===== config.mk =====
export PLATFORM = sky130hd
export DESIGN_NAME = bcpe_ctrl
export DESIGN_NICKNAME = d
export VERILOG_FILES = /design/src/bcpe_pkg.sv /design/src/bcpe_ctrl.sv
export SDC_FILE = /design/constraint.sdc
export NUM_CORES = 1
export LEC_CHECK = 0
export BUFFER_PORTS_ARGS = -buffer_cell sky130_fd_sc_hd__clkbuf_2
export CAP_MARGIN = 15
export CORE_MARGIN = 3
export CORE_UTILIZATION = 31
export CTS_BUF_LIST = sky130_fd_sc_hd__clkbuf_16
export DETAILED_ROUTE_END_ITERATION = 10
export GPL_TIMING_DRIVEN = 0
export SKIP_CTS_REPAIR_TIMING = 1
export SYNTH_ARGS = -nofsm -noshare
export SYNTH_HDL_FRONTEND = slang
export SYNTH_SLANG_ARGS = --single-unit

===== constraint.sdc =====
create_clock -name clk -period 3 [get_ports clk]
set_clock_uncertainty 0.1 [all_clocks]
set_input_delay 0.3 -clock clk [delete_from_list [all_inputs] [get_ports clk]]
set_output_delay 0.3 -clock clk [all_outputs]
set_load 0.05 [all_outputs]

===== src/bcpe_pkg.sv =====
// ============================================================================
// bcpe_pkg
// Shared types, sizes and controller codes for the bezier curve point
// evaluator.
// ============================================================================
`default_nettype none

package bcpe_pkg;

    // sizing
    localparam int MAX_POINTS = 8;
    localparam int COORD_BITS = 10;

    localparam int INDEX_W    = 3;
    localparam int PARAM_W    = 17;
    localparam int FRAC_W     = 16;
    localparam int OUT_FRAC   = 8;
    localparam int OUT_W      = COORD_BITS + OUT_FRAC;
    localparam int CFG_W      = 4;
    localparam logic [CFG_W-1:0] CFG_RESET = CFG_W'(2);
    localparam logic [PARAM_W-1:0] ONE_Q16 = PARAM_W'(65536);

    // de casteljau word sizes: a level input stays below 2^MAG_W,
    // a level output below 2^ACC_W
    localparam int DEG_W      = $clog2(MAX_POINTS);
    localparam int MAG_W      = COORD_BITS + FRAC_W * (MAX_POINTS - 2);
    localparam int ACC_W      = MAG_W + FRAC_W;
    localparam int LIMB_W     = 32;
    localparam int LIMB_COUNT = (MAG_W + LIMB_W - 1) / LIMB_W;
    localparam int DIFF_W     = LIMB_COUNT * LIMB_W;
    localparam int LIMB_IDX_W = (LIMB_COUNT > 1) ? $clog2(LIMB_COUNT) : 1;
    localparam int PROD_W     = LIMB_W + PARAM_W;
    localparam int RND_W      = ACC_W + OUT_FRAC + 2;

    typedef struct packed {
        logic                  mode;
        logic [INDEX_W-1:0]    point_index;
        logic [COORD_BITS-1:0] point_x;
        logic [COORD_BITS-1:0] point_y;
        logic [PARAM_W-1:0]    curve_param;
    } item_t;

    typedef struct packed {
        logic [OUT_W-1:0] curve_x;
        logic [OUT_W-1:0] curve_y;
    } result_t;

    localparam logic MODE_LOAD = 1'b0;
    localparam logic MODE_EVAL = 1'b1;

    typedef enum logic [2:0] {
        ST_IDLE,
        ST_STEP,
        ST_MAC,
        ST_PUSH,
        ST_ROUND
    } ctrl_state_t;

    // controller to datapath commands
    typedef struct packed {
        logic                  write_point;
        logic                  load_ring;
        logic                  diff;
        logic                  mac;
        logic                  shift;
        logic                  push;
        logic                  round;
        logic [LIMB_IDX_W-1:0] limb;
        logic [DEG_W-1:0]      deg;
    } dp_cmd_t;

endpackage

`default_nettype wire


===== src/bcpe_ctrl.sv =====
// ============================================================================
// bcpe_ctrl
// Sequencer for the de casteljau levels, ring steps and limb-serial
// multiply; holds the point count register.
// ============================================================================
`default_nettype none

module bcpe_ctrl (
    input  wire logic                        clk,
    input  wire logic                        rst_n,
    input  wire logic                        start,
    input  wire logic                        mode,
    input  wire logic                        cfg_valid,
    input  wire logic [bcpe_pkg::CFG_W-1:0]  cfg_data,
    output logic                             cfg_ready,
    output logic                             busy,
    output bcpe_pkg::dp_cmd_t                cmd
);

    bcpe_pkg::ctrl_state_t state_reg, state_next;

    logic [bcpe_pkg::CFG_W-1:0]      count_reg;
    logic [bcpe_pkg::DEG_W-1:0]      deg_reg, deg_next;
    logic [bcpe_pkg::DEG_W-1:0]      level_reg, level_next;
    logic [bcpe_pkg::DEG_W-1:0]      step_reg, step_next;
    logic [bcpe_pkg::LIMB_IDX_W-1:0] limb_reg, limb_next;

    logic [bcpe_pkg::DEG_W-1:0] deg_cfg;
    logic                       eval_accept;
    logic                       is_combo;
    logic                       last_step;
    logic                       last_level;
    logic                       last_limb;

    // degree from point count, clamped to 1..max points
    always_comb
    begin
        if (count_reg == '0)
            deg_cfg = '0;
        else if (int'(count_reg) > bcpe_pkg::MAX_POINTS)
            deg_cfg = bcpe_pkg::DEG_W'(bcpe_pkg::MAX_POINTS - 1);
        else
            deg_cfg = bcpe_pkg::DEG_W'(int'(count_reg) - 1);
    end

    assign busy        = (state_reg != bcpe_pkg::ST_IDLE);
    assign cfg_ready   = ~busy;
    assign eval_accept = start && !busy && (mode == bcpe_pkg::MODE_EVAL);

    assign is_combo   = int'(step_reg) < (int'(deg_reg) - int'(level_reg));
    assign last_step  = (step_reg == bcpe_pkg::DEG_W'(bcpe_pkg::MAX_POINTS - 1));
    assign last_level = (level_reg == deg_reg - bcpe_pkg::DEG_W'(1));
    assign last_limb  = (limb_reg == bcpe_pkg::LIMB_IDX_W'(bcpe_pkg::LIMB_COUNT - 1));

    always_ff @(posedge clk or negedge rst_n)
    begin
        if (!rst_n)
        begin
            state_reg <= bcpe_pkg::ST_IDLE;
            count_reg <= bcpe_pkg::CFG_RESET;
            deg_reg   <= '0;
            level_reg <= '0;
            step_reg  <= '0;
            limb_reg  <= '0;
        end
        else
        begin
            state_reg <= state_next;
            deg_reg   <= deg_next;
            level_reg <= level_next;
            step_reg  <= step_next;
            limb_reg  <= limb_next;
            if (cfg_valid && cfg_ready)
                count_reg <= cfg_data;
        end
    end

    // next state and counters
    always_comb
    begin
        state_next = state_reg;
        deg_next   = deg_reg;
        level_next = level_reg;
        step_next  = step_reg;
        limb_next  = limb_reg;
        unique case (state_reg)
            bcpe_pkg::ST_IDLE:
            begin
                if (eval_accept)
                begin
                    deg_next   = deg_cfg;
                    level_next = '0;
                    step_next  = '0;
                    limb_next  = '0;
                    state_next = (deg_cfg == '0) ? bcpe_pkg::ST_ROUND : bcpe_pkg::ST_STEP;
                end
            end
            bcpe_pkg::ST_STEP:
            begin
                if (is_combo)
                begin
                    limb_next  = '0;
                    state_next = bcpe_pkg::ST_MAC;
                end
                else if (last_step)
                begin
                    step_next = '0;
                    if (last_level)
                        state_next = bcpe_pkg::ST_ROUND;
                    else
                        level_next = level_reg + bcpe_pkg::DEG_W'(1);
                end
                else
                    step_next = step_reg + bcpe_pkg::DEG_W'(1);
            end
            bcpe_pkg::ST_MAC:
            begin
                if (last_limb)
                    state_next = bcpe_pkg::ST_PUSH;
                else
                    limb_next = limb_reg + bcpe_pkg::LIMB_IDX_W'(1);
            end
            bcpe_pkg::ST_PUSH:
            begin
                // a combo step never is the last ring step
                step_next  = step_reg + bcpe_pkg::DEG_W'(1);
                state_next = bcpe_pkg::ST_STEP;
            end
            bcpe_pkg::ST_ROUND:
            begin
                state_next = bcpe_pkg::ST_IDLE;
            end
            default:
            begin
                state_next = bcpe_pkg::ST_IDLE;
            end
        endcase
    end

    // command outputs
    always_comb
    begin
        cmd             = '0;
        cmd.limb        = limb_reg;
        cmd.deg         = deg_reg;
        unique case (state_reg)
            bcpe_pkg::ST_IDLE:
            begin
                cmd.write_point = start && (mode == bcpe_pkg::MODE_LOAD);
                cmd.load_ring   = eval_accept;
            end
            bcpe_pkg::ST_STEP:
            begin
                cmd.diff  = is_combo;
                cmd.shift = !is_combo;
            end
            bcpe_pkg::ST_MAC:
            begin
                cmd.mac = 1'b1;
            end
            bcpe_pkg::ST_PUSH:
            begin
                cmd.shift = 1'b1;
                cmd.push  = 1'b1;
            end
            bcpe_pkg::ST_ROUND:
            begin
                cmd.round = 1'b1;
            end
            default:
            begin
                cmd.round = 1'b0;
            end
        endcase
    end

endmodule

`default_nettype wire


==> flow_summary.yaml, run 1 <==
outcome:
  status: "completed"
sta:
  worst_pin_slew_ns: 0.5044
  max_freq_mhz: 345.2
  period_share: 0.9655
  hold_viol_final: 0
  finalSetupTns_ns: 0
  layout_min_cycle_time_ns: 2.896
  rsz0062_at_grt: "no"
  relSlewSlack: 0.6617
  holdWs_ns: 0.1397
  slew_violations: 0
  finalSetupViolations: 0
finish:
  drive_gt1_frac: 0.2956
  nets: 181
  areaGrowthSynthToFinish_pct: 26.66
  instances_no_fill: 207
  largest_reg_flops: 4
  diodes: 0
placement:
  dpl.cell_count: 200
  routabilityCongestion: 0.7980
  port_buffers: 22
  hpwl_mm: 2.174
die:
  dieArea_um2: 4742
  rows: 22
  fp.dieW_um: 68.86
  core_area_um2: 3744
  ios: 23
  die_h_um: 68.86
  initial_core_util: 0.3272
worst_setup_path:
  crit_required_ns: 2.60
  crit_path_start: "deg_reg[0]"
  r2r-end: "level_reg[0]"
  start_kind: "flip-flop"
  r2r_slack_ns: 0.19
  path_max_fanout: 5
  reg2regPathDepth: 12
  cp.arrival_ns: 2.50
  crit_end: "cmd[7]"
  path_class: "reg2out"
  worstSetupEndpointType: "output port"
  rr_startpoint: "deg_reg[0]"
synth:
  ys_top_cells_by_count: "17 x dfrtp_1, 15 x nand2_1, 11 x ha_1, 11 x inv_1, 11 x nor2_1"
  synth_warnings: 0
  ys_seq_elements: 18
  netlist_area_um2: 1225
  ys_seq_area_frac: 0.3687
  synth_nets: 151
  synth_edf_count: 0
  synthArstFlopShare: 1.000
  ys.flop_type: "dfrtp_1"
  synth_cell_types: 43
  yosysMostFrequentCell: "dfrtp_1"
  synth_area_leaders: "dfrtp_1 35%, ha_1 11%, nand2_1 4.6%, inv_1 3.4%, nor2_1 3.4%"
  avgSynthCellArea_um2: 9.423
  syn_inst: 130
  yosys.area.top_type_share: 0.3473
  synth_top_area_cell: "dfrtp_1"
drt:
  via_count: 1044
  totalWireLength_mm: 2.673
  ant_nets: 0
  route.detailed.drc: 0
  wl_per_cell_um: 12.91
  drtPass1Iterations: 4
  via_per_inst: 5.043
  drt_iter0_markers: 47
clocking:
  cts_tree: "done"
  h-tree-depth: 1
  numCtsBuffers: 3
  clk_path_buf_depth: 2
  insertion_delay_ns: 0.25
  clock-sinks: 18
  root_buffer: "clkbuf_16"
  path_clk_slew_ns: 0.05
global_route:
  grt_pass1_vias: 957
  grt_max_degree: 19
  overflow: 0
  grt_pass1_wl_mm: 4.381
  grt_util_all_layers: 0.1242
  antenna_found_initial: 0
flow_run:
  maxCapViolations: 0
hold_path:
  hp-class: "in2reg"
-- per-layer routing --
metal / global-route usage / vias to the layer above / routed length, um
met5: 0 / - / 0
met3: 0.03890 / 4 / 115
met2: 0.2214 / 24 / 1384
met1: 0.1461 / 507 / 1144
li1: - / 509 / -
met4: 0.02433 / 0 / 29
-- layout make-up --
class,instances,area (um^2)
inverter,14,52.55
tap,48,60.06
clock inverter,1,3.754
buffer,3,20.02
timing repair buffer,25,147.6
multi-input combinational,95,740.7
clock buffer,3,75.07
sequential,18,451.7
fill,389,2192
-- cells in the final DEF, fill, tap and decap left out, types with 4 or more instances in the layout --
master    instances
a21oi_1           4
buf_4             4
clkbuf_2         20
dfrtp_1          17
ha_1             11
inv_1            11
nand2_1          14
nor2_1           10
o21ai_0           5
-- critical path, stage by stage, from the launching register on --
cell	delay [ns]
dfrtp_1	0.37
inv_1	0.10
ha_1	0.16
inv_1	0.05
fa_1	0.48
inv_1	0.04
ha_1	0.26
o21a_1	0.13
o21ai_4	0.22
buf_4	0.16
a31oi_4	0.09
buf_6	0.18
-- logic make-up (layout without fill, tap and decap cells) --
kind of cell / after synthesis / after routing / share of synthesized area
buf+inv: 17 / 46 / 0.05924
compound gates: 30 / 30 / 0.1787
mux: 5 / 5 / 0.04698
fa+ha+maj: 12 / 12 / 0.1287
flops: 18 / 18 / 0.3687
xor+xnor: 3 / 3 / 0.03984
simple gates: 45 / 45 / 0.1777
-- worst min-delay path by stage --
stage	from	endpoint	depth (start not counted)
floorplan	rst_n	count_reg[0]	0
global placement	rst_n	level_reg[2]	1
detailed placement	rst_n	level_reg[0]	1
finish	cfg_data[1]	count_reg[1]	3
CTS	rst_n	level_reg[0]	1
global route	cfg_data[1]	count_reg[1]	3
-- metrics by stage --
stage	util	worst slack [ns]	instance area, um^2
after global routing	0.4144	0.007637	1551
after global placement	0.3787	0.2030	1418
final	0.4144	0.1035	1551
after CTS	0.3997	-0.1178	1496
after detailed placement	0.3787	0.1647	1418
after floorplan	-	0.09101	1247
Power of run 1 is not shown: default switching activity piles up to over one toggle a cycle in this logic, so the estimate is an artifact.
==> run 2, diff against run 1 <==
==> constraint.sdc (replaced) <==
create_clock -name clk -period 3 [get_ports clk]
set_clock_uncertainty 0.1 [all_clocks]
set_input_delay 0.3 -clock clk [delete_from_list [all_inputs] [get_ports clk]]
set_output_delay 0.3 -clock clk [all_outputs]
set_load 0.005 [all_outputs]
==> run 2 against run 1 <==
Worst hold slack worse by 0.0059 ns. Flip-flop and latch count did not move. Wire length decreased by 4.7%. Maximum frequency grew 0.36%. Register-to-register slack better by 0.14 ns. Final cell count decreased by 0.97%. Critical path depth decreased by 1. Utilization is 1.8 points lower. Global-route usage decreased by 0.58 points. Critical path type unchanged. Setup slack better by 0.010 ns. Highest routed layer is now met3. Die area unchanged. Via count shrank 3.4%.
==> flow_summary.yaml, run 2 (synthesis gave the netlist of run 1 again) <==
die:
  fp.dieW_um: 68.86
  dieArea_um2: 4742
  core_area_um2: 3744
  ios: 23
  rows: 22
  initial_core_util: 0.3272
  die_h_um: 68.86
sta:
  worst_pin_slew_ns: 0.4726
  slew_violations: 0
  rsz0062_at_grt: "no"
  finalSetupViolations: 0
  max_freq_mhz: 346.5
  relSlewSlack: 0.6831
  hold_viol_final: 0
  period_share: 0.9620
  finalSetupTns_ns: 0
  layout_min_cycle_time_ns: 2.886
power_and_ir_drop:
  p_int_mw: 1.067
  power_mw: 1.842
  peakVddDrop_uv: 406.3
  p_clk_frac: 0.146
  power_density_nw_per_um2: 1241
  pwr-share-seq: 0.247
  power_leakage_nw: 0.7141
  p_switching_mw: 0.7756
  swShare: 0.4211
  power_frac_comb: 0.607
finish:
  multi_input_area_um2: 700.7
  fillers: 400
  final_common_cell: "clkbuf_2"
  drive_gt1_frac: 0.2675
  diodes: 0
  layout_common_cells: "22 x clkbuf_2, 17 x dfrtp_1, 15 x nand2_1"
  seq_area_um2: 451.7
  instances_no_fill: 205
  areaGrowthSynthToFinish_pct: 21.14
  nets: 179
  largest_reg_flops: 4
global_route:
  grt_max_degree: 19
  grt_pass1_vias: 979
  grt_util_all_layers: 0.1184
  overflow: 0
  grt_pass1_wl_mm: 4.257
  antenna_found_initial: 0
worst_setup_path:
  worst_path_most_repeated_cell: "inv_1"
  critical-path-top-delay-family: "adder cells"
  r2r_slack_ns: 0.33
  rr_startpoint: "deg_reg[0]"
  start_kind: "flip-flop"
  cp_slowest_cell: "fa_1"
  reg2regPathDepth: 11
  r2r-end: "level_reg[0]"
  path_cells: "inv_1, ha_1, inv_1, fa_1, inv_1, ha_1, o21a_1, o21ai_2, a31oi_1, clkbuf_2"
  max_stage_delay_ns: 0.47
  cp.arrival_ns: 2.49
  path_class: "reg2out"
  path_buf_inv: 4
  worstSetupEndpointType: "output port"
  path_max_fanout: 5
  crit_required_ns: 2.60
drt:
  totalWireLength_mm: 2.547
  drtPass1Iterations: 4
  route.detailed.drc: 0
  wl_per_cell_um: 12.42
  drt_iter0_markers: 33
  via_per_inst: 4.922
  ant_nets: 0
  via_count: 1009
clocking:
  path_clk_slew_ns: 0.05
  h-tree-depth: 1
  numCtsBuffers: 3
  clk_path_buf_depth: 2
  insertion_delay_ns: 0.25
  clock-sinks: 18
  cts_tree: "done"
  root_buffer: "clkbuf_16"
hold_path:
  hp-class: "in2reg"
  min_path_cells: 3
  hold-path-endpoint: "count_reg[1]"
  hp-start: "cfg_data[1]"
placement:
  port_buffers: 22
  dpl.cell_count: 200
  hpwl_mm: 2.073
  routabilityCongestion: 0.8320
flow_run:
  maxCapViolations: 0
outcome:
  status: "completed"
-- run 2: worst max path at each step --
stage	slack, ns	from	end	cells past startpoint
6_report	0.11	deg_reg[0]	cmd[7]	10
5_1_grt	0.02	deg_reg[0]	cmd[9]	11
4_1_cts	0.09	deg_reg[0]	cmd[7]	10
3_5_place_dp	0.32	deg_reg[0]	level_reg[0]	11
3_3_place_gp	0.34	deg_reg[0]	level_reg[0]	11
2_1_floorplan	0.45	deg_reg[0]	level_reg[0]	11
-- run 2: per-layer routing --
| metal | vias to the layer above | share of wire | global-route usage | routed length [um] |
|---|---|---|---|---|
| met5 | - | 0 | 0 | 0 |
| met4 | 0 | 0 | 0.007299 | 0 |
| met3 | 0 | 0.049 | 0.03566 | 125 |
| met2 | 19 | 0.48 | 0.2000 | 1210 |
| met1 | 485 | 0.48 | 0.1562 | 1211 |
| li1 | 505 | - | - | - |
-- run 2: area by class of cell --
cell class	instances	share of cell area
Buffer	3	0.01349
Clock buffer	3	0.05059
Clock inverter	1	0.002530
Inverter	14	0.03541
Multi-Input combinational cell	95	0.4722
Sequential cell	18	0.3044
Tap cell	48	0.04047
Timing Repair Buffer	23	0.08094
-- run 2: worst register-to-register path, delay by kind of cell (launching register included) --
family | cells | cell delay, ns
fa+ha+maj | 3 | 0.91
compound gates | 4 | 0.65
flops | 1 | 0.37
mux | 1 | 0.31
buf+inv | 3 | 0.19
-- run 2: metrics by stage --
stage | hold slack, ns | util | setup WS, ns | area, um^2
global route | 0.1543 | 0.3964 | 0.01870 | 1484
finish | 0.1338 | 0.3964 | 0.1139 | 1484
CTS | -0.09207 | 0.3937 | 0.09435 | 1474
detailed placement | 0.1770 | 0.3727 | 0.3230 | 1395
floorplan | -0.09559 | - | 0.4549 | 1225
global placement | 0.1752 | 0.3727 | 0.3427 | 1395
-- run 2: power by group through the flow --
| stage | combinational [mW] | clock [mW] | sequential, mW |
|---|---|---|---|
| after floorplan | 0.878 | 0 | 0.437 |
| after global placement | 1.10 | 0 | 0.455 |
| after detailed placement | 1.13 | 0 | 0.460 |
| after CTS | 1.14 | 0.275 | 0.458 |
| after global routing | 1.27 | 0.289 | 0.472 |
| final | 1.12 | 0.269 | 0.455 |
Note: power is estimated with default switching activity, not from simulation.
==> run 3, diff against run 2 <==
--- a/config.mk
+++ b/config.mk
@@ -12,6 +12,7 @@
 export CTS_BUF_LIST = sky130_fd_sc_hd__clkbuf_16
 export DETAILED_ROUTE_END_ITERATION = 10
 export GPL_TIMING_DRIVEN = 0
+export RECOVER_POWER = 100
 export SKIP_CTS_REPAIR_TIMING = 1
 export SYNTH_ARGS = -nofsm -noshare
 export SYNTH_HDL_FRONTEND = slang
==> run 3 against run 2 <==
Count of clock-buffer cells in the layout unchanged. Die area stayed put. Cell area down 1.5%. First-iteration DRC count fell by 9.1%. Maximum frequency decreased by 0.24%. Clock power about the same. Utilization decreased by 0.60 points. Critical path depth is the same. Total power is 2.0% lower. Final cell count stayed put. Wire length is the same. Critical path type unchanged. Largest cell class unchanged. Highest routed layer unchanged.
==> flow_summary.yaml, run 3 (synthesis gave the netlist of run 1 again) <==
power_and_ir_drop:
  pwr-share-seq: 0.251
  power_density_nw_per_um2: 1236
  p_clk_frac: 0.149
  power_mw: 1.806
  power_frac_comb: 0.600
  swShare: 0.4212
  p_switching_mw: 0.7608
  p_int_mw: 1.045
  power_leakage_nw: 0.6804
  peakVddDrop_uv: 405.4
drt:
  via_per_inst: 4.927
  totalWireLength_mm: 2.547
  drtPass1Iterations: 4
  ant_nets: 0
  via_count: 1010
  route.detailed.drc: 0
  wl_per_cell_um: 12.42
  drt_iter0_markers: 30
clocking:
  path_clk_slew_ns: 0.05
  h-tree-depth: 1
  numCtsBuffers: 3
  root_buffer: "clkbuf_16"
  insertion_delay_ns: 0.25
  clock-sinks: 18
  cts_tree: "done"
  clk_path_buf_depth: 2
flow_run:
  maxCapViolations: 0
placement:
  hpwl_mm: 2.073
  placed_cell_area_um2: 1395
  dpl.cell_count: 200
  routabilityCongestion: 0.8320
  port_buffers: 22
  dp_slack_ns: 0.3230
die:
  dieArea_um2: 4742
  rows: 22
  initial_core_util: 0.3272
  core_area_um2: 3744
  ios: 23
  fp.dieW_um: 68.86
  die_h_um: 68.86
global_route:
  antenna_found_initial: 0
  grt_max_degree: 19
  grt_pass1_vias: 979
  grt_pass1_wl_mm: 4.257
  overflow: 0
  grt_util_all_layers: 0.1184
worst_setup_path:
  worstSetupEndpointType: "output port"
  r2r-end: "level_reg[0]"
  cp.arrival_ns: 2.49
  crit_required_ns: 2.60
  rr_startpoint: "deg_reg[0]"
  path_class: "reg2out"
  r2r_slack_ns: 0.15
  reg2regPathDepth: 11
  path_max_fanout: 5
  start_kind: "flip-flop"
finish:
  areaGrowthSynthToFinish_pct: 19.31
  nets: 179
  drive_gt1_frac: 0.1783
  diodes: 0
  fillers: 402
  instances_no_fill: 205
  final_common_cell: "dfrtp_1"
  layout_common_cells: "17 x dfrtp_1, 15 x nand2_1, 15 x clkbuf_2"
  design_area_um2: 1461
  fin_util: 0.3904
  largest_reg_flops: 4
sta:
  slew_violations: 0
  layout_min_cycle_time_ns: 2.893
  hold_viol_final: 0
  relSlewSlack: 0.3357
  holdWs_ns: 0.1349
  worst_pin_slew_ns: 0.9965
  max_freq_mhz: 345.6
  layout_setup_ws_ns: 0.1069
  finalSetupTns_ns: 0
  rsz0062_at_grt: "no"
  period_share: 0.9644
  finalSetupViolations: 0
hold_path:
  hp-start: "cfg_data[1]"
  hp-class: "in2reg"
  min_path_cells: 3
  hold-path-endpoint: "count_reg[1]"
outcome:
  status: "completed"
## run 3: cell count changes in the layout (fill, tap and decap cells not counted), sizes merged
| cell | before | now |
|---|---|---|
| clkinv | 1 | 2 |
| clkbuf | 25 | 27 |
| buf | 3 | 1 |
| inv | 14 | 13 |
## run 3: layer usage
metal / global-route usage / wire length [um] / share of wire / up-vias
li1: - / - / - / 506
met1: 0.1562 / 1194 / 0.47 / 477
met2: 0.2000 / 1200 / 0.47 / 27
met3: 0.03566 / 151 / 0.059 / 0
met4: 0.007299 / 0 / 0 / 0
met5: 0 / 0 / 0 / -
## run 3: worst max-delay path by stage
stage / from / endpoint
final: deg_reg[0] / cmd[7]
after global routing: deg_reg[0] / cmd[9]
after CTS: deg_reg[0] / cmd[7]
after detailed placement: deg_reg[0] / level_reg[0]
after global placement: deg_reg[0] / level_reg[0]
after floorplan: deg_reg[0] / level_reg[0]
## run 3: power groups by stage
stage	sequential [mW]	combinational (mW)	clock [mW]
2_1_floorplan	0.437	0.878	0
3_3_place_gp	0.455	1.10	0
3_5_place_dp	0.460	1.13	0
4_1_cts	0.458	1.14	0.275
5_1_grt	0.471	1.24	0.289
6_report	0.453	1.08	0.269
## run 3: cell type report
type | instances | area, um^2 | area share
Clock inverter | 1 | 3.754 | 0.002568
Tap cell | 48 | 60.06 | 0.04110
Timing Repair Buffer | 23 | 111.4 | 0.07620
Sequential cell | 18 | 451.7 | 0.3091
Clock buffer | 3 | 75.07 | 0.05137
Multi-Input combinational cell | 95 | 691.9 | 0.4735
Buffer | 3 | 15.01 | 0.01027
Inverter | 14 | 52.55 | 0.03596
## run 3: worst max-delay path, stage by stage, from the launching register on
cell	delay, ns
dfrtp_1	0.37
inv_1	0.10
ha_1	0.18
inv_1	0.05
fa_1	0.47
inv_1	0.04
ha_1	0.26
o21a_1	0.12
o21ai_2	0.09
a31oi_1	0.36
clkbuf_2	0.19
